<file path="config.mk">
export PLATFORM = sky130hd
export DESIGN_NAME = diff_drive_odometry_integrator
export DESIGN_NICKNAME = d
export VERILOG_FILES = /design/src/hdl/odo_pkg.sv /design/src/hdl/odo_mul.sv /design/src/hdl/odo_div.sv /design/src/hdl/odo_cordic.sv /design/src/hdl/diff_drive_odometry_integrator.sv
export SDC_FILE = /design/constraint.sdc
export NUM_CORES = 2
export LEC_CHECK = 0
export ABC_AREA = 1
export BUFFER_PORTS_ARGS = -buffer_cell sky130_fd_sc_hd__buf_2
export CAP_MARGIN = 20
export CORE_MARGIN = 1.5
export CORE_UTILIZATION = 45
export DETAILED_ROUTE_END_ITERATION = 16
export PLACE_DENSITY = 0.69
export SYNTH_ARGS = -nofsm -noshare
export SYNTH_HDL_FRONTEND = slang
export SYNTH_SLANG_ARGS = --single-unit
</file>
<file path="constraint.sdc">
create_clock -name clk -period 17.6 [get_ports clk]
set_clock_uncertainty 0.1 [all_clocks]
set_input_delay 2.64 -clock clk [delete_from_list [all_inputs] [get_ports clk]]
set_output_delay 2.64 -clock clk [all_outputs]
set_load 0.01 [all_outputs]
</file>
<file path="src/hdl/odo_pkg.sv">
// Shared types and constants for the differential-drive odometry block.
`timescale 1ns / 1ps
package odo_pkg;

  // Configuration register indexes.
  localparam logic REG_GAIN = 1'b0;
  localparam logic REG_IWB  = 1'b1;

  // Item operation codes.
  localparam logic OP_INTEGRATE = 1'b0;
  localparam logic OP_RESET     = 1'b1;

  localparam logic [23:0] GAIN_RESET = 24'd19613;
  localparam logic [23:0] IWB_RESET  = 24'd91875;

  // 2^54 / (2*pi*1e6): rad/s times microseconds into binary angle, scaled by 2^38.
  localparam logic [31:0] HEADING_SCALE = 32'd2867080570;

  // CORDIC start value: 2^30 divided by the CORDIC gain.
  localparam logic signed [33:0] CORDIC_START = 34'sd652032874;
  localparam logic signed [33:0] Q30_ONE      = 34'sd1073741824;

  // Serial multiplier operand widths and serial divider width.
  localparam int MUL_AW = 52;
  localparam int MUL_BW = 32;
  localparam int DIV_NW = 53;
  localparam logic [19:0] DIVISOR = 20'd1000000;

  localparam logic [31:0] ATAN_TABLE [32] = '{
    32'd536870912, 32'd316933406, 32'd167458907, 32'd85004756, 32'd42667331,
    32'd21354465, 32'd10679838, 32'd5340245, 32'd2670163, 32'd1335087,
    32'd667544, 32'd333772, 32'd166886, 32'd83443, 32'd41722, 32'd20861,
    32'd10430, 32'd5215, 32'd2608, 32'd1304, 32'd652, 32'd326, 32'd163,
    32'd81, 32'd41, 32'd20, 32'd10, 32'd5, 32'd3, 32'd1, 32'd1, 32'd0
  };

  typedef struct packed {
    logic signed [31:0] sin_v;
    logic signed [31:0] cos_v;
  } odo_trig_t;

  typedef enum logic [3:0] {
    S_IDLE,
    S_SUM,
    S_DIF,
    S_W,
    S_WDT,
    S_HS,
    S_COR_MID,
    S_VC,
    S_VCDT,
    S_DIVX,
    S_VS,
    S_VSDT,
    S_DIVY,
    S_COR_Q,
    S_DONE
  } odo_state_t;

endpackage

</file>
<file path="src/hdl/odo_mul.sv">
// Shift-and-add multiplier that consumes one multiplier bit per cycle.
`timescale 1ns / 1ps
module odo_mul (
  input  logic clk,
  input  logic rst,
  input  logic start,
  input  logic [odo_pkg::MUL_AW-1:0] a,
  input  logic [odo_pkg::MUL_BW-1:0] b,
  output logic done,
  output logic [odo_pkg::MUL_AW+odo_pkg::MUL_BW-1:0] product
);
  import odo_pkg::*;

  localparam int CW = $clog2(MUL_BW + 1);

  logic [MUL_AW-1:0] a_reg;
  logic [MUL_AW+MUL_BW-1:0] p;
  logic [CW-1:0] cnt;
  logic busy;
  logic [MUL_AW:0] acc;

  // The low half holds the remaining multiplier bits; the high half accumulates.
  assign acc = {1'b0, p[MUL_AW+MUL_BW-1:MUL_BW]} + (p[0] ? {1'b0, a_reg} : '0);
  assign product = p;

  always_ff @(posedge clk) begin
    if (rst) begin
      busy <= 1'b0;
      done <= 1'b0;
      cnt  <= '0;
    end else begin
      done <= 1'b0;
      if (start) begin
        busy <= 1'b1;
        cnt  <= CW'(MUL_BW);
      end else if (busy) begin
        cnt <= cnt - 1'b1;
        if (cnt == CW'(1)) begin
          busy <= 1'b0;
          done <= 1'b1;
        end
      end
    end
  end

  always_ff @(posedge clk) begin
    if (start) begin
      a_reg <= a;
      p     <= {{MUL_AW{1'b0}}, b};
    end else if (busy) begin
      p <= {acc, p[MUL_BW-1:1]};
    end
  end

endmodule

</file>
<file path="src/hdl/odo_div.sv">
// Restoring divider by a fixed constant, one quotient bit per cycle.
`timescale 1ns / 1ps
module odo_div (
  input  logic clk,
  input  logic rst,
  input  logic start,
  input  logic [odo_pkg::DIV_NW-1:0] dividend,
  output logic done,
  output logic [odo_pkg::DIV_NW-1:0] quotient
);
  import odo_pkg::*;

  localparam int CW = $clog2(DIV_NW + 1);

  logic [DIV_NW-1:0] q;
  logic [19:0] rem;
  logic [20:0] trial;
  logic ge;
  logic [CW-1:0] cnt;
  logic busy;

  assign trial = {rem, q[DIV_NW-1]};
  assign ge = (trial >= {1'b0, DIVISOR});
  assign quotient = q;

  always_ff @(posedge clk) begin
    if (rst) begin
      busy <= 1'b0;
      done <= 1'b0;
      cnt  <= '0;
    end else begin
      done <= 1'b0;
      if (start) begin
        busy <= 1'b1;
        cnt  <= CW'(DIV_NW);
      end else if (busy) begin
        cnt <= cnt - 1'b1;
        if (cnt == CW'(1)) begin
          busy <= 1'b0;
          done <= 1'b1;
        end
      end
    end
  end

  always_ff @(posedge clk) begin
    if (start) begin
      q   <= dividend;
      rem <= '0;
    end else if (busy) begin
      rem <= ge ? 20'(trial - {1'b0, DIVISOR}) : trial[19:0];
      q   <= {q[DIV_NW-2:0], ge};
    end
  end

endmodule

</file>
<file path="src/hdl/odo_cordic.sv">
// Iterative rotation-mode CORDIC giving sine and cosine of a binary angle.
`timescale 1ns / 1ps
module odo_cordic #(
  parameter int STEPS = 24
) (
  input  logic clk,
  input  logic rst,
  input  logic start,
  input  logic [31:0] angle,
  output logic done,
  output odo_pkg::odo_trig_t trig
);
  import odo_pkg::*;

  localparam int N = (STEPS > 32) ? 32 : STEPS;

  logic signed [33:0] x, y, z, dx, dy, at, xc, yc;
  logic [31:0] angf;
  logic [4:0] i;
  logic busy, fin, flip;

  assign dx = x >>> i;
  assign dy = y >>> i;
  assign at = $signed({2'b00, ATAN_TABLE[i]});
  assign angf = (angle[31] ^ angle[30]) ? (angle ^ 32'h8000_0000) : angle;

  always_comb begin
    xc = (x > Q30_ONE) ? Q30_ONE : ((x < -Q30_ONE) ? -Q30_ONE : x);
    yc = (y > Q30_ONE) ? Q30_ONE : ((y < -Q30_ONE) ? -Q30_ONE : y);
  end

  always_ff @(posedge clk) begin
    if (rst) begin
      busy <= 1'b0;
      fin  <= 1'b0;
      done <= 1'b0;
      i    <= '0;
    end else begin
      done <= 1'b0;
      fin  <= 1'b0;
      if (start) begin
        busy <= 1'b1;
        i    <= '0;
      end else if (busy) begin
        i <= i + 1'b1;
        if (i == 5'(N - 1)) begin
          busy <= 1'b0;
          fin  <= 1'b1;
        end
      end else if (fin) begin
        done <= 1'b1;
      end
    end
  end

  always_ff @(posedge clk) begin
    if (start) begin
      // Quadrants two and three are folded onto the right half plane.
      flip <= angle[31] ^ angle[30];
      x    <= CORDIC_START;
      y    <= '0;
      z    <= {{2{angf[31]}}, angf};
    end else if (busy) begin
      if (!z[33]) begin
        x <= x - dy;
        y <= y + dx;
        z <= z - at;
      end else begin
        x <= x + dy;
        y <= y - dx;
        z <= z + at;
      end
    end else if (fin) begin
      trig.cos_v <= flip ? 32'(-xc) : xc[31:0];
      trig.sin_v <= flip ? 32'(-yc) : yc[31:0];
    end
  end

endmodule

</file>
<file path="src/hdl/diff_drive_odometry_integrator.sv">
// Top level of the differential-drive odometry integrator with its sequencer.
`timescale 1ns / 1ps
// Each item either integrates one wheel-speed sample into the pose or clears the pose,
// and returns one result item with the pose, the yaw quaternion, the speed and the yaw
// rate. Work is done one item at a time through three shared serial units: a
// shift-and-add multiplier, a restoring divider by one million and an iterative
// CORDIC. An integrate item runs nine products, two divisions and two CORDIC passes.
// A reset item needs only the quaternion pass. A new item is accepted while a
// finished result still waits in the output register; the sequencer only holds in its
// last state if that register is still full and out_stall is high. Configuration
// writes are always ready and must only be issued while the block is idle.
module diff_drive_odometry_integrator #(
  parameter int CORDIC_STEPS = 24
) (
  input  logic clk,
  input  logic rst,
  input  logic in_valid,
  output logic in_stall,
  input  logic operation,
  input  logic signed [15:0] right_rpm,
  input  logic signed [15:0] left_rpm,
  input  logic [19:0] elapsed_us,
  output logic out_valid,
  input  logic out_stall,
  output logic signed [47:0] x_position,
  output logic signed [47:0] y_position,
  output logic [31:0] heading_angle,
  output logic signed [31:0] orientation_z,
  output logic signed [31:0] orientation_w,
  output logic signed [31:0] linear_speed,
  output logic signed [31:0] angular_rate,
  input  logic cfg_valid,
  output logic cfg_ready,
  input  logic cfg_index,
  input  logic [23:0] cfg_data
);
  import odo_pkg::*;

  function automatic logic signed [31:0] sat32(input logic signed [41:0] v);
    if (v > 42'sd2147483647) begin
      return 32'sh7FFF_FFFF;
    end else if (v < -42'sd2147483648) begin
      return 32'sh8000_0000;
    end
    return v[31:0];
  endfunction

  function automatic logic signed [47:0] sat48(input logic signed [48:0] v);
    if (v > 49'sh0_7FFF_FFFF_FFFF) begin
      return 48'sh7FFF_FFFF_FFFF;
    end else if (v < -49'sh0_8000_0000_0000) begin
      return 48'sh8000_0000_0000;
    end
    return v[47:0];
  endfunction

  odo_state_t state, state_next;
  logic launched;
  logic accept, out_load;

  // Configuration registers.
  logic [23:0] gain, iwb;

  // Item and working registers.
  logic signed [15:0] r_rpm, l_rpm;
  logic [19:0] dt;
  logic signed [31:0] v16, w16;
  logic signed [33:0] d16;
  logic [51:0] m;
  logic wneg, mneg, div_neg;
  logic [31:0] mid;
  logic signed [31:0] qs, qc, qz, qw;
  logic signed [32:0] vt;
  logic signed [47:0] pose_x, pose_y;
  logic [31:0] pose_heading;

  // Unit interfaces.
  logic mul_start, mul_done, mul_neg;
  logic [MUL_AW-1:0] mul_a;
  logic [MUL_BW-1:0] mul_b;
  logic [MUL_AW+MUL_BW-1:0] prod;
  logic cor_start, cor_done;
  logic [31:0] cor_angle;
  odo_trig_t trig;
  logic div_start, div_done;
  logic [DIV_NW-1:0] quo;

  // Derived operands and results.
  logic signed [16:0] sum_rl, dif_rl;
  logic [16:0] sum_mag, dif_mag;
  logic [31:0] v_mag, w_mag, qc_mag, qs_mag;
  logic [33:0] d_mag;
  logic [32:0] vt_mag;
  logic signed [84:0] prod_s;
  logic signed [41:0] sp_v, sp_d;
  logic signed [57:0] sp_w;
  logic signed [62:0] sp_t;
  logic [32:0] r33, delta;
  logic signed [34:0] qv;
  logic signed [48:0] x_sum, y_sum;

  assign accept    = in_valid && !in_stall;
  assign in_stall  = (state != S_IDLE);
  assign cfg_ready = 1'b1;
  assign out_load  = (state == S_DONE) && (!out_valid || !out_stall);

  assign sum_rl  = 17'(r_rpm) + 17'(l_rpm);
  assign dif_rl  = 17'(r_rpm) - 17'(l_rpm);
  assign sum_mag = sum_rl[16] ? 17'(-sum_rl) : sum_rl;
  assign dif_mag = dif_rl[16] ? 17'(-dif_rl) : dif_rl;
  assign d_mag   = d16[33] ? 34'(-d16) : d16;
  assign v_mag   = v16[31] ? 32'(-v16) : v16;
  assign w_mag   = w16[31] ? 32'(-w16) : w16;
  assign qc_mag  = qc[31] ? 32'(-qc) : qc;
  assign qs_mag  = qs[31] ? 32'(-qs) : qs;
  assign vt_mag  = vt[32] ? 33'(-vt) : vt;

  // Products are unsigned magnitudes; the sign is put back here exactly.
  assign prod_s = mneg ? -$signed({1'b0, prod}) : $signed({1'b0, prod});
  assign sp_v   = prod_s[41:0] + 42'sd256;
  assign sp_d   = prod_s[41:0] + 42'sd128;
  assign sp_w   = prod_s[57:0] + 58'sd32768;
  assign sp_t   = prod_s[62:0] + 63'sd536870912;

  // Heading step is the product shifted down by 38, truncated toward zero.
  assign r33   = prod[70:38];
  assign delta = wneg ? 33'(-r33) : r33;

  // The quotient stays below 2^34 since the dividend is below 2^53.
  assign qv    = div_neg ? -$signed({1'b0, quo[33:0]}) : $signed({1'b0, quo[33:0]});
  assign x_sum = {pose_x[47], pose_x} + 49'(qv);
  assign y_sum = {pose_y[47], pose_y} + 49'(qv);

  odo_mul u_mul (
    .clk     (clk),
    .rst     (rst),
    .start   (mul_start),
    .a       (mul_a),
    .b       (mul_b),
    .done    (mul_done),
    .product (prod)
  );

  odo_cordic #(
    .STEPS (CORDIC_STEPS)
  ) u_cordic (
    .clk   (clk),
    .rst   (rst),
    .start (cor_start),
    .angle (cor_angle),
    .done  (cor_done),
    .trig  (trig)
  );

  odo_div u_div (
    .clk      (clk),
    .rst      (rst),
    .start    (div_start),
    .dividend (prod[DIV_NW-1:0]),
    .done     (div_done),
    .quotient (quo)
  );

  // Sequencer next state.
  always_comb begin
    state_next = state;
    unique case (state)
      S_IDLE: begin
        if (accept) begin
          state_next = (operation == OP_RESET) ? S_COR_Q : S_SUM;
        end
      end
      S_SUM:     if (mul_done) state_next = S_DIF;
      S_DIF:     if (mul_done) state_next = S_W;
      S_W:       if (mul_done) state_next = S_WDT;
      S_WDT:     if (mul_done) state_next = S_HS;
      S_HS:      if (mul_done) state_next = S_COR_MID;
      S_COR_MID: if (cor_done) state_next = S_VC;
      S_VC:      if (mul_done) state_next = S_VCDT;
      S_VCDT:    if (mul_done) state_next = S_DIVX;
      S_DIVX:    if (div_done) state_next = S_VS;
      S_VS:      if (mul_done) state_next = S_VSDT;
      S_VSDT:    if (mul_done) state_next = S_DIVY;
      S_DIVY:    if (div_done) state_next = S_COR_Q;
      S_COR_Q:   if (cor_done) state_next = S_DONE;
      S_DONE:    if (out_load) state_next = S_IDLE;
      default:   state_next = S_IDLE;
    endcase
  end

  // Sequencer outputs: unit launches and multiplier operand selection.
  always_comb begin
    mul_start = 1'b0;
    cor_start = 1'b0;
    div_start = 1'b0;
    mul_a     = '0;
    mul_b     = '0;
    mul_neg   = 1'b0;
    cor_angle = {1'b0, pose_heading[31:1]};
    unique case (state)
      S_SUM: begin
        mul_start = !launched;
        mul_a     = MUL_AW'(sum_mag);
        mul_b     = MUL_BW'(gain);
        mul_neg   = sum_rl[16];
      end
      S_DIF: begin
        mul_start = !launched;
        mul_a     = MUL_AW'(dif_mag);
        mul_b     = MUL_BW'(gain);
        mul_neg   = dif_rl[16];
      end
      S_W: begin
        mul_start = !launched;
        mul_a     = MUL_AW'(d_mag);
        mul_b     = MUL_BW'(iwb);
        mul_neg   = d16[33];
      end
      S_WDT: begin
        mul_start = !launched;
        mul_a     = MUL_AW'(w_mag);
        mul_b     = MUL_BW'(dt);
        mul_neg   = w16[31];
      end
      S_HS: begin
        mul_start = !launched;
        mul_a     = m;
        mul_b     = HEADING_SCALE;
      end
      S_COR_MID: begin
        cor_start = !launched;
        cor_angle = mid;
      end
      S_VC: begin
        mul_start = !launched;
        mul_a     = MUL_AW'(v_mag);
        mul_b     = qc_mag;
        mul_neg   = v16[31] ^ qc[31];
      end
      S_VS: begin
        mul_start = !launched;
        mul_a     = MUL_AW'(v_mag);
        mul_b     = qs_mag;
        mul_neg   = v16[31] ^ qs[31];
      end
      S_VCDT, S_VSDT: begin
        mul_start = !launched;
        mul_a     = MUL_AW'(vt_mag);
        mul_b     = MUL_BW'(dt);
        mul_neg   = vt[32];
      end
      S_DIVX, S_DIVY: begin
        div_start = !launched;
      end
      S_COR_Q: begin
        cor_start = !launched;
      end
      S_IDLE, S_DONE: begin
      end
      default: begin
      end
    endcase
  end

  always_ff @(posedge clk) begin
    if (rst) begin
      state    <= S_IDLE;
      launched <= 1'b0;
    end else begin
      state <= state_next;
      if (state_next != state) begin
        launched <= 1'b0;
      end else if (mul_start || cor_start || div_start) begin
        launched <= 1'b1;
      end
    end
  end

  // Configuration registers and pose state.
  always_ff @(posedge clk) begin
    if (rst) begin
      gain         <= GAIN_RESET;
      iwb          <= IWB_RESET;
      pose_x       <= '0;
      pose_y       <= '0;
      pose_heading <= '0;
    end else begin
      if (cfg_valid && cfg_ready) begin
        if (cfg_index == REG_GAIN) begin
          gain <= cfg_data;
        end else begin
          iwb <= cfg_data;
        end
      end
      if (accept && operation == OP_RESET) begin
        pose_x       <= '0;
        pose_y       <= '0;
        pose_heading <= '0;
      end
      if (state == S_HS && mul_done) begin
        pose_heading <= pose_heading + delta[31:0];
      end
      if (state == S_DIVX && div_done) begin
        pose_x <= sat48(x_sum);
      end
      if (state == S_DIVY && div_done) begin
        pose_y <= sat48(y_sum);
      end
    end
  end

  // Working registers of one item.
  always_ff @(posedge clk) begin
    if (accept) begin
      r_rpm <= right_rpm;
      l_rpm <= left_rpm;
      dt    <= elapsed_us;
      if (operation == OP_RESET) begin
        v16 <= '0;
        w16 <= '0;
      end
    end
    if (mul_start) begin
      mneg <= mul_neg;
    end
    if (mul_done) begin
      unique case (state)
        S_SUM: v16 <= sat32(sp_v >>> 9);
        S_DIF: d16 <= sp_d[41:8];
        S_W:   w16 <= sat32(sp_w[57:16]);
        S_WDT: begin
          m    <= prod[51:0];
          wneg <= mneg;
        end
        S_HS:  mid <= pose_heading + delta[32:1];
        S_VC, S_VS: vt <= sp_t[62:30];
        S_VCDT, S_VSDT: div_neg <= mneg;
        default: begin
        end
      endcase
    end
    if (cor_done) begin
      if (state == S_COR_MID) begin
        qs <= trig.sin_v;
        qc <= trig.cos_v;
      end else begin
        qz <= trig.sin_v;
        qw <= trig.cos_v;
      end
    end
  end

  // Output register.
  always_ff @(posedge clk) begin
    if (rst) begin
      out_valid <= 1'b0;
    end else if (out_load) begin
      out_valid <= 1'b1;
    end else if (!out_stall) begin
      out_valid <= 1'b0;
    end
  end

  always_ff @(posedge clk) begin
    if (out_load) begin
      x_position    <= pose_x;
      y_position    <= pose_y;
      heading_angle <= pose_heading;
      orientation_z <= qz;
      orientation_w <= qw;
      linear_speed  <= v16;
      angular_rate  <= w16;
    end
  end

  a_one_unit: assert property (@(posedge clk) disable iff (rst)
    !(mul_start && cor_start) && !(mul_start && div_start))
    else $error("two serial units launched together");

  a_reset_clears: assert property (@(posedge clk) disable iff (rst)
    (accept && operation == OP_RESET) |=> (pose_x == '0 && pose_y == '0 &&
                                           pose_heading == '0))
    else $error("reset item did not clear the pose");

  a_load_from_done: assert property (@(posedge clk) disable iff (rst)
    $rose(out_valid) |-> $past(state) == S_DONE)
    else $error("result presented outside the final state");

  a_quat_range: assert property (@(posedge clk) disable iff (rst)
    out_valid |-> (orientation_z <= 32'sd1073741824 && orientation_z >= -32'sd1073741824 &&
                   orientation_w <= 32'sd1073741824 && orientation_w >= -32'sd1073741824))
    else $error("quaternion component out of range");

endmodule
</file>
==> metrics.log <==
[metrics] run status: finished clean
[metrics] relative max-transition margin: 0.245
[metrics] Clk network pwr share: 0.242
[metrics] number of hold-repair buffers added at the cts stage: 0
[metrics] average size of a mapped cell: 7.66 um2
[metrics] Cells after Synth: 10800
[metrics] count of filler cells inserted in the layout: ~18000
[metrics] final number of hold-violating endpoints: 0
[metrics] switching power total: between 5 and 6 mW
[metrics] path type of the worst min-delay path: register to register
[metrics] CTS buffer count: about 140
[metrics] crit share post-route: 0.383
[metrics] layout cells sized above 1: 0.0892
[metrics] Static Leakage: just under 40 nW
[metrics] Util after Layout: 0.502
[metrics] number of library cell types mapped by synthesis: 82
[metrics] synthesized area: between 80000 and 90000 um2
[metrics] data required time of the worst path: 18.24 ns
[metrics] clock tree buffer depth: 3
[metrics] worst setup path class: register to register
[metrics] most frequent cell on the critical path: nand2_1
[metrics] core region area: between 150000 and 200000 um2
[metrics] cell row count: 157
[metrics] number of max-capacitance violations reported: 0
[metrics] count of input and output buffers: between 300 and 400
[metrics] Worst EP arrival: ~7.4 ns
[metrics] antenna violations before repair: 9
[metrics] first-pass iteration count of the detailed router: 8
[metrics] overall via count from detail_route: approximately 80000
[metrics] sequential element share of the synthesized area: 0.399
[metrics] via count of the first global-routing pass: just over 70000
[metrics] vias per cell: between 5 and 6
[metrics] GR Overflow Total: 0
[metrics] max-slew violations: 0
[metrics] relative contribution of sequential cells to total power: 0.306
[metrics] highest clock frequency the design can meet: around 150 MHz
[metrics] total power per unit cell area: 140 nW/um2
[metrics] maximum number of pins on one net before global-route repair: between 100 and 150
[metrics] clock period minus final worst setup slack: a little under 7 ns
[metrics] Startpoint Class: register
[metrics] final count of negative-setup-slack endpoints: 0
[metrics] buffer type at the clock tree root: clkbuf_16
[metrics] final weighted congestion of routability-driven global placement: 1.05
[metrics] cell at the slowest stage of the critical path: a21boi_2
[metrics] GRT Overall Usage: 0.315
[metrics] starting DRC count in detailed routing: 8237
[metrics] number of warnings printed during yosys synthesis: 0
[metrics] number of setup buffers added after CTS: 0
[metrics] count of boundary I/O pins: between 300 and 400
[metrics] Clk pin slew, worst setup/hold paths: roughly 0.060 ns
[metrics] sort of element at the end of the critical path: register
[metrics] net count after synthesis: about 11000
[metrics] Primary FF master, synth: edfxtp_1
[metrics] fraction of synthesis flops using an asynchronous set or reset pin: 0
[metrics] Least-Margin Pin Slew: 1.12 ns
[metrics] top fanout value on the critical path: 25
[metrics] Worst IR Drop VDD: about 0.13 mV
[metrics] number of storage elements in the synthesis netlist: ~1200
[metrics] Final TNS setup: 0 ns
[metrics] DRC: 0
[metrics] synthesis-to-finish area growth: 11.0%
[metrics] EDFF count, synth: a little over 800
[metrics] overall routed net length: between 300000 and 400000 um
[metrics] number of nets in the final layout: about 12000
[metrics] horizontal die dimension: between 400 and 500 um
[metrics] number of flip-flops in the largest register: 84
[metrics] die height: 432 um
[metrics] Internal Pwr Total: between 7 and 8 mW
[metrics] wire length of the first global-routing pass: 449000 um
[metrics] floorplan die area: ~190000 um2
[metrics] Slowest Stage Delay on Critical Path: about 0.79 ns
[metrics] logic gate share of total power: 0.452
[metrics] post-cts gate resize count: 0
[metrics] number of clock sinks: roughly 1200
[metrics] initial cell density of the core: 0.453
[metrics] Detailed Place HPWL: ~240000 um
[metrics] RSZ-0062 raised after global routing: false
[metrics] Antenna Nets Post-Route: 0
[metrics] wire length per cell after detailed routing: 22.2 um
[metrics] count of H-tree levels built during CTS: 4
[metrics] worst skew pair latency: roughly 0.84 ns
[metrics] fraction of power spent switching nets: 0.450
[metrics] TritonCTS clock tree: built
cell usage after synthesis (40+ instances only):
cell	instances	area (um2)
nand2_2	86	538
clkbuf_1	263	987
xor2_1	436	3820
a21oi_1	883	4420
a22oi_1	49	368
ha_1	376	4700
nor2_1	1084	4070
nor4_1	50	313
o21ai_0	894	4470
or2_2	53	332
nor3_1	215	1080
a31oi_1	109	682
edfxtp_1	826	24800
nand3_1	567	2840
o211ai_1	97	728
nand2_1	2275	8540
dfxtp_1	410	8210
a21o_1	47	353
buf_2	40	200
inv_1	1218	4570
nand4_1	101	632
xnor2_1	152	1330
cell usage in the layout, fill, tap and decap left out, drive strengths merged, types with 25 or more instances in the layout:
| cell type | netlist | layout |
|---|---|---|
| a21boi | 26 | 26 |
| a21o | 47 | 47 |
| a21oi | 916 | 916 |
| a22oi | 49 | 49 |
| a31oi | 109 | 109 |
| buf | 88 | 433 |
| clkbuf | 264 | 174 |
| clkinv | 13 | 63 |
| dfxtp | 410 | 410 |
| edfxtp | 826 | 826 |
| ha | 376 | 376 |
| inv | 1234 | 1245 |
| mux2i | 25 | 25 |
| nand2 | 2378 | 2378 |
| nand3 | 580 | 580 |
| nand3b | 25 | 25 |
| nand4 | 101 | 101 |
| nor2 | 1138 | 1138 |
| nor3 | 221 | 221 |
| nor4 | 51 | 51 |
| o211ai | 98 | 98 |
| o21a | 33 | 33 |
| o21ai | 911 | 911 |
| o21bai | 26 | 26 |
| o221ai | 26 | 26 |
| o22ai | 27 | 27 |
| or2 | 55 | 55 |
| xnor2 | 152 | 152 |
| xor2 | 441 | 441 |
critical path: cells and delay by family, from the launching register on:
| kind | cells | cell delay, ns |
|---|---|---|
| buffers and inverters | 2 | 0.49 |
| and+or+nand+nor | 18 | 2.65 |
| adders and majority gates | 1 | 0.40 |
| DFF | 1 | 0.44 |
| xor gates and xnor gates | 2 | 0.74 |
| AOI/OAI and AO/OA | 8 | 1.80 |
power groups by stage:
stage | clock network [mW] | registers [mW] | logic, mW
final | 3.12 | 3.95 | 5.84
after global routing | 3.26 | 3.96 | 6.41
after CTS | 3.16 | 3.92 | 5.71
after detailed placement | 0 | 3.98 | 5.67
after global placement | 0 | 3.98 | 5.61
after floorplan | 0 | 3.76 | 4.13
final timing paths:
| path | depth (start not counted) | start | to | slack (ns) |
|---|---|---|---|---|
| max | 31 | u_div.quotient[0] | pose_x[14] | 10.86 |
| min | 0 | qz[26] | orientation_z[26] | 0.31 |
| min reg2reg | 0 | qz[26] | orientation_z[26] | 0.31 |
| max reg2reg | 31 | u_div.quotient[0] | pose_x[14] | 10.86 |
through the flow:
stage | setup slack (ns) | hold slack [ns] | instances | total power [mW] | cell area [um2]
6_report | 10.86 | 0.314 | 13600 | 12.9 | 91900
4_1_cts | 10.93 | 0.316 | 13600 | 12.8 | 91800
3_5_place_dp | 10.90 | 0.305 | 13400 | 9.66 | 87000
3_3_place_gp | 11.02 | 0.303 | 13400 | 9.59 | 86900
2_1_floorplan | 3.29 | 0.300 | 10800 | 7.89 | 82800
5_1_grt | 10.11 | 0.318 | 13600 | 13.6 | 91800
layer usage:
metal,up-vias,track usage,share of wire
met5,-,0,0.00010
met4,4,0.144,0.049
met3,639,0.0466,0.076
met2,3411,0.511,0.46
met1,36600,0.414,0.42
li1,37100,-,-
cell type report:
type                       instances  area, um2  area share
clock buffer                     174       3870      0.0421
timing repair buffer             433       2440      0.0266
multi-input combinational       7979      43800       0.476
clock inverter                    92        992      0.0108
sequential                      1236      33000       0.359
antenna                            5       12.5    0.000136
tap                             2464       3080      0.0336
inverter                        1247       4690      0.0510
cell families (layout without fill, tap and decap cells):
logic type | Yosys count | after routing | synth area share
compound gates | 2399 | 2399 | 0.164
other cells | 1 | 6 | 0.0000453
mux | 26 | 26 | 0.00316
buf+inv | 1599 | 1946 | 0.0746
fa+ha+maj | 386 | 386 | 0.0592
simple gates | 4574 | 4574 | 0.237
xor+xnor | 593 | 593 | 0.0633
flops | 1236 | 1236 | 0.399
No activity file was read; power rests on OpenSTA's default activity.
